[src/hw/rtl/mos_pkg.sv]
// Shared types and constants of the multiobjective scalarizer.
package mos_pkg;

    localparam int unsigned DATA_W = 48;

    localparam logic signed [DATA_W-1:0] MAX48 = {1'b0, {(DATA_W-1){1'b1}}};
    localparam logic signed [DATA_W-1:0] MIN48 = {1'b1, {(DATA_W-1){1'b0}}};

    typedef enum logic [1:0] {
        MODE_TCHEB = 2'd0,
        MODE_WSUM  = 2'd1,
        MODE_AUG   = 2'd2
    } t_mode;

    typedef struct packed {
        logic                     valid;
        logic                     last;
        logic        [DATA_W-1:0] term;
        logic signed [DATA_W-1:0] wy;
    } t_prod;

    typedef struct packed {
        logic                     valid;
        logic signed [DATA_W-1:0] max;
        logic signed [DATA_W-1:0] sum;
    } t_final;

endpackage

[src/hw/rtl/mos_front.sv]
// Input register and product stage of the multiobjective scalarizer.
module mos_front
    import mos_pkg::*;
#(
    parameter int unsigned FRAC_BITS = 16
) (
    input  logic               i_clk,
    input  logic               i_rst_n,
    input  logic               i_in_valid,
    output logic               o_in_stall,
    input  logic signed [31:0] i_objective_value,
    input  logic signed [31:0] i_ideal_value,
    input  logic        [16:0] i_weight,
    input  logic               i_last_objective,
    input  logic               i_s2_take,
    output t_prod              o_prod
);

    localparam int unsigned   EPS_Q_INT = ((1 << FRAC_BITS) + 5000) / 10000;
    localparam logic [16:0]   EPS_Q     = 17'(EPS_Q_INT);

    logic               r_s1_valid;
    logic signed [31:0] r_y;
    logic signed [31:0] r_ideal;
    logic        [16:0] r_w;
    logic               r_last;

    logic               r_s2_valid;
    logic               r_s2_last;
    logic [DATA_W-1:0]  r_term;
    logic signed [DATA_W-1:0] r_wy;

    logic               s2_free;
    logic               s1_take;
    logic               in_take;
    logic signed [32:0] diff;
    logic        [32:0] mag;
    logic        [16:0] w_eff;
    logic        [49:0] prod;
    logic signed [49:0] wy_full;
    logic [DATA_W-1:0]  n_term;
    logic signed [DATA_W-1:0] n_wy;

    assign s2_free    = !r_s2_valid || i_s2_take;
    assign s1_take    = r_s1_valid && s2_free;
    assign o_in_stall = r_s1_valid && !s2_free;
    assign in_take    = i_in_valid && !o_in_stall;

    assign diff    = 33'(r_y) - 33'(r_ideal);
    assign mag     = diff[32] ? 33'(-diff) : 33'(diff);
    assign w_eff   = (r_w == '0) ? EPS_Q : r_w;
    assign prod    = 50'(mag) * 50'(w_eff);
    assign wy_full = 50'($signed({1'b0, r_w})) * 50'(r_y);
    assign n_term  = DATA_W'(prod >> FRAC_BITS);
    assign n_wy    = DATA_W'(wy_full >>> FRAC_BITS);

    always_ff @(posedge i_clk) begin
        if (!i_rst_n) begin
            r_s1_valid <= 1'b0;
            r_s2_valid <= 1'b0;
        end else begin
            if (in_take) begin
                r_s1_valid <= 1'b1;
            end else if (s1_take) begin
                r_s1_valid <= 1'b0;
            end
            if (s1_take) begin
                r_s2_valid <= 1'b1;
            end else if (i_s2_take) begin
                r_s2_valid <= 1'b0;
            end
        end
    end

    always_ff @(posedge i_clk) begin
        if (in_take) begin
            r_y     <= i_objective_value;
            r_ideal <= i_ideal_value;
            r_w     <= i_weight;
            r_last  <= i_last_objective;
        end
        if (s1_take) begin
            r_s2_last <= r_last;
            r_term    <= n_term;
            r_wy      <= n_wy;
        end
    end

    assign o_prod.valid = r_s2_valid;
    assign o_prod.last  = r_s2_last;
    assign o_prod.term  = r_term;
    assign o_prod.wy    = r_wy;

endmodule

[src/hw/rtl/mos_accum.sv]
// Running maximum and running sum accumulators with end-of-vector capture.
module mos_accum
    import mos_pkg::*;
(
    input  logic   i_clk,
    input  logic   i_rst_n,
    input  t_prod  i_prod,
    input  logic   i_out_free,
    output logic   o_s2_take,
    output t_final o_final
);

    logic signed [DATA_W-1:0] r_max;
    logic signed [DATA_W-1:0] r_sum;
    logic                     r_fin_valid;
    logic signed [DATA_W-1:0] r_fin_max;
    logic signed [DATA_W-1:0] r_fin_sum;

    logic                     s3_free;
    logic                     take;
    logic signed [DATA_W-1:0] n_max;
    logic signed [DATA_W:0]   sum_wide;
    logic signed [DATA_W-1:0] n_sum;

    assign s3_free   = !r_fin_valid || i_out_free;
    assign take      = i_prod.valid && (!i_prod.last || s3_free);
    assign o_s2_take = take;

    assign n_max    = ($signed(i_prod.term) > r_max) ? $signed(i_prod.term) : r_max;
    assign sum_wide = {r_sum[DATA_W-1], r_sum} + {i_prod.wy[DATA_W-1], i_prod.wy};

    always_comb begin
        if (sum_wide[DATA_W] != sum_wide[DATA_W-1]) begin
            n_sum = sum_wide[DATA_W] ? MIN48 : MAX48;
        end else begin
            n_sum = sum_wide[DATA_W-1:0];
        end
    end

    always_ff @(posedge i_clk) begin
        if (!i_rst_n) begin
            r_max       <= MIN48;
            r_sum       <= '0;
            r_fin_valid <= 1'b0;
        end else begin
            if (take) begin
                if (i_prod.last) begin
                    r_max <= MIN48;
                    r_sum <= '0;
                end else begin
                    r_max <= n_max;
                    r_sum <= n_sum;
                end
            end
            if (take && i_prod.last) begin
                r_fin_valid <= 1'b1;
            end else if (i_out_free) begin
                r_fin_valid <= 1'b0;
            end
        end
    end

    always_ff @(posedge i_clk) begin
        if (take && i_prod.last) begin
            r_fin_max <= n_max;
            r_fin_sum <= n_sum;
        end
    end

    assign o_final.valid = r_fin_valid;
    assign o_final.max   = r_fin_max;
    assign o_final.sum   = r_fin_sum;

endmodule

[src/hw/rtl/mos_out.sv]
// Fitness selection and output register of the multiobjective scalarizer.
module mos_out
    import mos_pkg::*;
#(
    parameter int unsigned FRAC_BITS = 16
) (
    input  logic              i_clk,
    input  logic              i_rst_n,
    input  t_final            i_final,
    input  t_mode             i_mode,
    input  logic              i_out_stall,
    output logic              o_out_free,
    output logic              o_out_valid,
    output logic signed [47:0] o_fitness
);

    localparam int unsigned EPS_Q_INT = ((1 << FRAC_BITS) + 5000) / 10000;
    localparam int unsigned PW        = DATA_W + 18;

    logic                     r_out_valid;
    logic signed [DATA_W-1:0] r_fitness;

    logic                     load;
    logic signed [PW-1:0]     eps_prod;
    logic signed [PW-1:0]     aug_wide;
    logic signed [DATA_W-1:0] aug;
    logic signed [DATA_W-1:0] n_fitness;

    assign o_out_free = !r_out_valid || !i_out_stall;
    assign load       = i_final.valid && o_out_free;

    assign eps_prod = PW'($signed({1'b0, 17'(EPS_Q_INT)})) * PW'(i_final.sum);
    assign aug_wide = PW'(i_final.max) + (eps_prod >>> FRAC_BITS);

    always_comb begin
        if (aug_wide > PW'(MAX48)) begin
            aug = MAX48;
        end else if (aug_wide < PW'(MIN48)) begin
            aug = MIN48;
        end else begin
            aug = aug_wide[DATA_W-1:0];
        end
    end

    always_comb begin
        case (i_mode)
            MODE_WSUM: begin
                n_fitness = i_final.sum;
            end
            MODE_AUG: begin
                n_fitness = aug;
            end
            default: begin
                n_fitness = i_final.max;
            end
        endcase
    end

    always_ff @(posedge i_clk) begin
        if (!i_rst_n) begin
            r_out_valid <= 1'b0;
        end else if (load) begin
            r_out_valid <= 1'b1;
        end else if (!i_out_stall) begin
            r_out_valid <= 1'b0;
        end
    end

    always_ff @(posedge i_clk) begin
        if (load) begin
            r_fitness <= n_fitness;
        end
    end

    assign o_out_valid = r_out_valid;
    assign o_fitness   = r_fitness;

endmodule

[src/hw/rtl/multiobjective_scalarizer_core.sv]
// Multiobjective scalarizer top: Tchebycheff, weighted-sum and augmented fitness.
//
// Usage:
//   Input channel (i_in_valid / o_in_stall) carries one objective per word:
//   objective value and ideal value (signed Q16.16), weight (unsigned Q1.16)
//   and a last flag marking the final objective of the vector.
//   Output channel (o_out_valid / i_out_stall) carries one fitness word
//   (signed Q32.16, saturated) for each vector, after its last objective.
//   Configuration channel (i_cfg_valid / o_cfg_ready) writes the 2-bit
//   scalarization mode: 0 Tchebycheff, 1 weighted sum, 2 augmented; 3 acts
//   as 0. Write it only while no vector is in flight.
//   Throughput: one objective per cycle while o_in_stall is low, set by the
//   register update of the running maximum and running sum.
//   After the last objective is accepted, its fitness word passes through
//   the input, product, capture and output registers in that order.
//   Reset (synchronous, active low) empties the pipeline, clears the running
//   sum, sets the running maximum to its most negative value and the mode
//   to Tchebycheff.
//   A stalled output holds its word; the pipeline keeps filling its empty
//   stages, and o_in_stall rises once no stage can take another word.
module multiobjective_scalarizer_core
    import mos_pkg::*;
#(
    parameter int unsigned FRAC_BITS = 16
) (
    input  logic               i_clk,
    input  logic               i_rst_n,
    input  logic               i_cfg_valid,
    output logic               o_cfg_ready,
    input  logic        [1:0]  i_cfg_data,
    input  logic               i_in_valid,
    output logic               o_in_stall,
    input  logic signed [31:0] i_objective_value,
    input  logic signed [31:0] i_ideal_value,
    input  logic        [16:0] i_weight,
    input  logic               i_last_objective,
    output logic               o_out_valid,
    input  logic               i_out_stall,
    output logic signed [47:0] o_fitness
);

    t_mode  r_mode;
    t_prod  prod;
    t_final fin;
    logic   s2_take;
    logic   out_free;

    assign o_cfg_ready = 1'b1;

    always_ff @(posedge i_clk) begin
        if (!i_rst_n) begin
            r_mode <= MODE_TCHEB;
        end else if (i_cfg_valid && o_cfg_ready) begin
            r_mode <= t_mode'(i_cfg_data);
        end
    end

    mos_front #(
        .FRAC_BITS(FRAC_BITS)
    ) u_front (
        .i_clk            (i_clk),
        .i_rst_n          (i_rst_n),
        .i_in_valid       (i_in_valid),
        .o_in_stall       (o_in_stall),
        .i_objective_value(i_objective_value),
        .i_ideal_value    (i_ideal_value),
        .i_weight         (i_weight),
        .i_last_objective (i_last_objective),
        .i_s2_take        (s2_take),
        .o_prod           (prod)
    );

    mos_accum u_accum (
        .i_clk     (i_clk),
        .i_rst_n   (i_rst_n),
        .i_prod    (prod),
        .i_out_free(out_free),
        .o_s2_take (s2_take),
        .o_final   (fin)
    );

    mos_out #(
        .FRAC_BITS(FRAC_BITS)
    ) u_out (
        .i_clk      (i_clk),
        .i_rst_n    (i_rst_n),
        .i_final    (fin),
        .i_mode     (r_mode),
        .i_out_stall(i_out_stall),
        .o_out_free (out_free),
        .o_out_valid(o_out_valid),
        .o_fitness  (o_fitness)
    );

endmodule
[config.mk]
export PLATFORM = sky130hd
export DESIGN_NAME = multiobjective_scalarizer_core
export DESIGN_NICKNAME = d
export VERILOG_FILES = /design/src/hw/rtl/mos_pkg.sv /design/src/hw/rtl/mos_front.sv /design/src/hw/rtl/mos_accum.sv /design/src/hw/rtl/mos_out.sv /design/src/hw/rtl/multiobjective_scalarizer_core.sv
export SDC_FILE = /design/constraint.sdc
export NUM_CORES = 2
export LEC_CHECK = 0
export BUFFER_PORTS_ARGS = -buffer_cell sky130_fd_sc_hd__buf_2
export CORE_UTILIZATION = 65
export CTS_BUF_LIST = sky130_fd_sc_hd__clkbuf_4
export DETAILED_ROUTE_END_ITERATION = 6
export MAX_ROUTING_LAYER = met4
export PLACE_DENSITY = 0.78
export SYNTH_ARGS = -nofsm -noshare
export SYNTH_HDL_FRONTEND = slang
export SYNTH_SLANG_ARGS = --single-unit
[constraint.sdc]
create_clock -name i_clk -period 20 [get_ports i_clk]
set_input_delay 0 -clock i_clk [delete_from_list [all_inputs] [get_ports i_clk]]
set_output_delay 0 -clock i_clk [all_outputs]
set_load 0.01 [all_outputs]
Word-level counts from Yosys, hierarchy flattened:

Cells that the tools add are included.

* bits in registers: 397
* output and inout bits: 51

* add/subtract/negate cells: 4
* multiply operators: 3
* magnitude comparators: 3
* equal/unequal tests: 4
* muxes and demuxes: 18
* reductions and logical operators: 21

Operator list (number)
* 48-bit 2-to-1 mux: 7
* 48-bit one-hot mux with 2 select lines: 1
* 66-bit by 48-bit > comparator with 1-bit output (second input constant): 1
* 66-bit by 48-bit < comparator with 1-bit output (second input constant): 1
* 4-bit by 48-bit multiplier with 52-bit output (first input constant): 1
* 18-bit by 32-bit multiplier with 50-bit output: 1
* 33-bit by 17-bit multiplier with 50-bit output: 1
* 48-bit by 34-bit adder with 49-bit output: 1
* 48-bit by 36-bit adder with 49-bit output: 1
* 35-bit by 48-bit > comparator with 1-bit output: 1
* 33-bit 2-to-1 mux: 1
* 33-bit negation: 1
* 32-bit by 32-bit subtractor with 33-bit output: 1
* 17-bit zero test: 1
* 17-bit 2-to-1 mux: 1
* 1-bit 2-to-1 mux: 8
* 1-bit zero test: 7
* 1-bit logical AND: 6
* 2-bit nonzero test: 3
* 1-bit logical OR: 4
* 2-bit by 1-bit == test with 1-bit output (second input constant): 1
* 2-bit == test (second input constant): 1
* 2-bit by 1-bit != test with 1-bit output (second input constant): 1
* 1-bit != test: 1

Longest topological paths before layout:

* depth after elaboration: 11
* gate-level depth with buffers: 37

Cells and area by module:

Synthesis repeated with hierarchy kept, for this count alone.

* cell total of the unflattened synthesis: 6926
* area total of the unflattened synthesis: 63657.3 um^2

Modules (own cells, without submodules)
* mos_front: instances 1, cells each 4588, area an instance 42729.7 um^2
* mos_accum: instances 1, cells each 1087, area an instance 11096.9 um^2
* mos_out: instances 1, cells each 1243, area an instance 9746.8 um^2
* multiobjective_scalarizer_core: instances 1, cells each 8, area an instance 83.8 um^2

Worst setup path before layout:

Ideal clock, no wire load.

* kind: register -> register
* start: register u_front.r_y[0]
* end: register u_front.r_term[33], data pin
* setup time: 0.266 ns
* arrival: 9.357 ns
* required time: 19.734 ns
* path slack: 10.377 ns
* stages on the path, launching flop included: 37
* buffers on the path: 1
* period minus slack after synthesis: 9.623 ns
* cell sequence: edfxtp_1 -> inv_1 -> ha_1 -> fa_1 -> nand2b_1 -> a21oi_1 -> o32a_1 -> o21ai_0 -> or3_1 -> or3b_2 -> nor3_1 -> a21oi_1 -> xor2_1 -> clkbuf_1 -> nand2_1 -> fa_1 -> inv_1 -> fa_1 -> inv_1 -> fa_1 -> inv_1 -> fa_1 -> fa_1 -> inv_1 -> fa_1 -> inv_1 -> ha_1 -> nand3_1 -> a211oi_1 -> o21ai_0 -> or3_1 -> o22ai_1 -> a21o_1 -> a21oi_1 -> a311oi_1 -> and4_1 -> nor3_1

* cells in the longest elaborated chain, start to end: 4

RTL lines
* start: declaration: RTL line mos_front.sv:23 `logic signed [31:0] r_y;`
* start signal: assignment: RTL line mos_front.sv:77 `r_y <= i_objective_value;`
* 32-bit by 32-bit subtractor with 33-bit output *: RTL line mos_front.sv:49 `assign diff = 33'(r_y) - 33'(r_ideal);`
* 33-bit negation: RTL line mos_front.sv:50 `assign mag = diff[32] ? 33'(-diff) : 33'(diff);`
* 33-bit 2-to-1 mux *: RTL line mos_front.sv:50
* 33-bit by 17-bit multiplier with 50-bit output *: RTL line mos_front.sv:52 `assign prod = 50'(mag) * 50'(w_eff);`
* net u_front.prod[49]: RTL line mos_front.sv:39 `logic [49:0] prod;`
* end signal: assignment: RTL line mos_front.sv:84 `r_term <= n_term;`
* end: declaration: RTL line mos_front.sv:30 `logic [DATA_W-1:0] r_term;`

The timed path passes the listed nets; every way through them passes the cells marked *.
A chain may end at the register's enable or synchronous reset.

Worst setup path in the final report:

Same ends and word-level chain as after synthesis.

==> out/results.ini <==
[yosys]
synth_fa_ha_area_frac=0.4246
yosys.area_share.xor_xnor=0.03068
postSynthAreaPerCell_um2=9.130
synth-compound-area-share=0.1071
synthMuxAreaShare=0.01655
synth-main-ff-cell=edfxtp_1
synth-seq-cells=397
synth_edf_count=295
synth_top_family_by_area=adder cells
yosysSeqAreaShare=0.1712
synthCells=6974
async_reset_ff_frac=0
ys_types=97
synth-warning-count=0
synth_area_mm2=0.06367
synthSimpleGateAreaFrac=0.1484
synth_nets=8588

[route]
wl_um=187400
wl_per_cell_um=21.91
drtIter0Drc=4877
drt-met1-wl_um=70730
final_antenna_net_count=0
via_per_inst=6.010
vias=51410
wl_met2_um=87640
route.met3.wl_um=18450
drc=56
top_layer=met4
firstDrtPassIters=7

[timing]
final.period_utilization=0.5713
setup_slack_ns=8.575
clock-skew-final_ns=0.1511
slew-limit-headroom=0.2078
hold_viol=0
setup_viol=0
setup_tns_ns=0
report.final.slew_viol_count=0
rsz0062_at_grt=false
min_period_ns=11.43
worstMarginPinSlew_ns=1.173
fmax_mhz=87.53

[grt]
gr-total-overflow=0
grt_pass1_vias=54050
grt_max_degree=75
grt_pass1_wl_um=295400
antenna_found_initial=9
grt_usage=0.3990

[clocking]
insertion_delay_ns=1.04
cts_buffer_depth=3
cts-root-buf=clkbuf_4
cts_tree=yes
clock-sinks=397
postCtsSetupBuffers=0
h-tree-depth=3
clkTransAtPathRegs_ns=0.08
cts_buffers=108
cts_hold_buf=180
cts.repair.resized=0

[critical_path]
r2r_start=u_front.r_y[0]$_DFFE_PP_
path_class=reg -> reg
cp.arrival_ns=12.06
crit_slowest_cell=edfxtp_1
crit_path_max_fanout=17
cp-startpoint=u_front.r_y[0]$_DFFE_PP_
worst-endpoint-required_ns=20.63
path_common_cell=fa_1
cp_slowest_stage_delay_ns=0.57
cp-start-kind=flip-flop
end_kind=flip-flop

[floorplanning]
std_cell_rows=114
fp.coreArea_mm2=0.09685
start_util=0.6574
die_area_mm2=0.09921
dieHeight_um=315.0
pin_count=140
die_x_um=315.0

[status]
status=finished, violations left
violations=design-rule violations

[place]
io_buffer_count=138
gp_congestion=0.9932
post-dp-hpwl_um=136700
post-place-ws_ns=8.975

[worst_hold_path]
min_from=i_weight[11]
hp-class=in -> reg

[finish]
drive_gt1_frac=0.07406
syn_to_final_growth_pct=8.057
layout.nets=8787

[job]
cap_violations=0

-- final timing paths --
| kind | end | slack [ns] | cells past startpoint |
|---|---|---|---|
| setup / recovery | u_front.r_term[33]$_DFFE_PP_ | 8.57 | 36 |
| hold / removal | u_front.r_w[11]$_DFFE_PP_ | 0.22 | 3 |
| setup reg to reg | u_front.r_term[33]$_DFFE_PP_ | 8.57 | 36 |
| hold reg to reg | u_front.r_s2_last$_DFFE_PP_ | 0.43 | 0 |
-- layout make-up --
| type | instances | area, um2 |
|---|---|---|
| timing repair buffer | 414 | 3213 |
| clock buffer | 164 | 1231 |
| inverter | 1378 | 5174 |
| sequential | 397 | 10900 |
| tap | 1276 | 1597 |
| multi-input combinational | 4874 | 46450 |
| clock inverter | 37 | 198.9 |
| fill | 7352 | 28050 |
| antenna | 13 | 32.53 |
-- cell usage after synthesis, types with 16 or more instances --
library cell,instances,area (um2)
mux2i_1,37,370.4
o31ai_1,22,165.2
nor2b_1,51,319.1
nor3_1,64,320.3
nand2b_1,37,231.5
o211ai_1,22,165.2
and2_1,414,2590
nand4_1,64,400.4
a22o_1,45,394.1
o311ai_0,17,148.9
xor2_1,84,735.7
buf_1,24,90.09
nor2_1,265,994.7
a21o_1,151,1134
o21a_1,47,352.8
o21ai_0,163,815.8
a31oi_1,61,381.6
dfxtp_1,102,2042
maj3_1,23,230.2
and3_1,29,181.4
a221o_1,16,160.2
a21oi_1,259,1296
o21bai_1,31,232.7
mux2_2,57,641.9
o221ai_1,17,148.9
nand3_1,54,270.3
ha_1,496,6206
xnor2_1,139,1217
edfxtp_1,295,8859
fa_1,1029,20600
inv_1,1377,5169
clkbuf_1,288,1081
nand2_1,905,3397
or2_2,18,112.6
a211oi_1,42,315.3
a311oi_1,18,157.7
-- placed cells by master (no fill, tap or decap), types with 48 or more instances in the layout --
cell type / n
fa_1: 1029
ha_1: 495
nor2_1: 265
nor2b_1: 48
mux2_2: 57
nand3_1: 54
nand4_1: 64
dlygate4sd3_1: 180
and2_1: 414
nor3_1: 64
buf_2: 138
inv_1: 1376
edfxtp_1: 295
xor2_1: 82
a21o_1: 151
dfxtp_1: 102
nand2_1: 905
xnor2_1: 138
a31oi_1: 61
clkbuf_4: 164
buf_4: 96
a21oi_1: 259
o21ai_0: 162
-- cell families (layout without fill, tap and decap cells) --
kind of cell    after synthesis  count (layout)
xor+xnor                    223             223
simple gates               1980            1980
other cells                   2              15
fa+ha+maj                  1548            1548
flops                       397             397
compound gates             1024            1024
mux                          97              97
buf+inv                    1703            1993
-- worst max-delay path, delay by kind of cell, from the launching register on --
| family | cells | cell delay (ns) |
|---|---|---|
| simple gates | 9 | 2.51 |
| fa+ha+maj | 9 | 4.08 |
| flops | 1 | 0.57 |
| buf+inv | 7 | 0.81 |
| xor+xnor | 1 | 0.19 |
| compound gates | 10 | 2.83 |
-- per-stage QoR --
stage               hold slack (ns)    util  area (um2)  cells
floorplan                   0.09887       -       63670   6974
CTS                          0.1089  0.7100       68770   8540
global route                 0.1834  0.7104       68800   8552
detailed placement           0.1781  0.6767       65540   8159
global placement             0.1764  0.6767       65540   8159
finish                       0.2155  0.7104       68800   8553
-- routing by layer --
metal  track usage  vias up
met1        0.4870    25160
met4        0.2013        0
li1              -    22670
met3       0.08762      699
met2        0.6259     2883
met5             -        -
-- state kept, by name, indices dropped and copies added, names as in the netlist, 2 cells and up --
name,flops
u_front.r_wy,34
u_accum.r_sum,48
u_accum.r_max,48
u_front.r_term,34
u_front.r_y,32
u_accum.r_fin_max,48
u_out.o_fitness,48
u_front.r_w,17
r_mode,2
u_front.r_ideal,32
u_accum.r_fin_sum,48
Power is left out: the tool's default activity adds up to more than one toggle a clock period on the data nets, which glitch-free logic cannot reach.
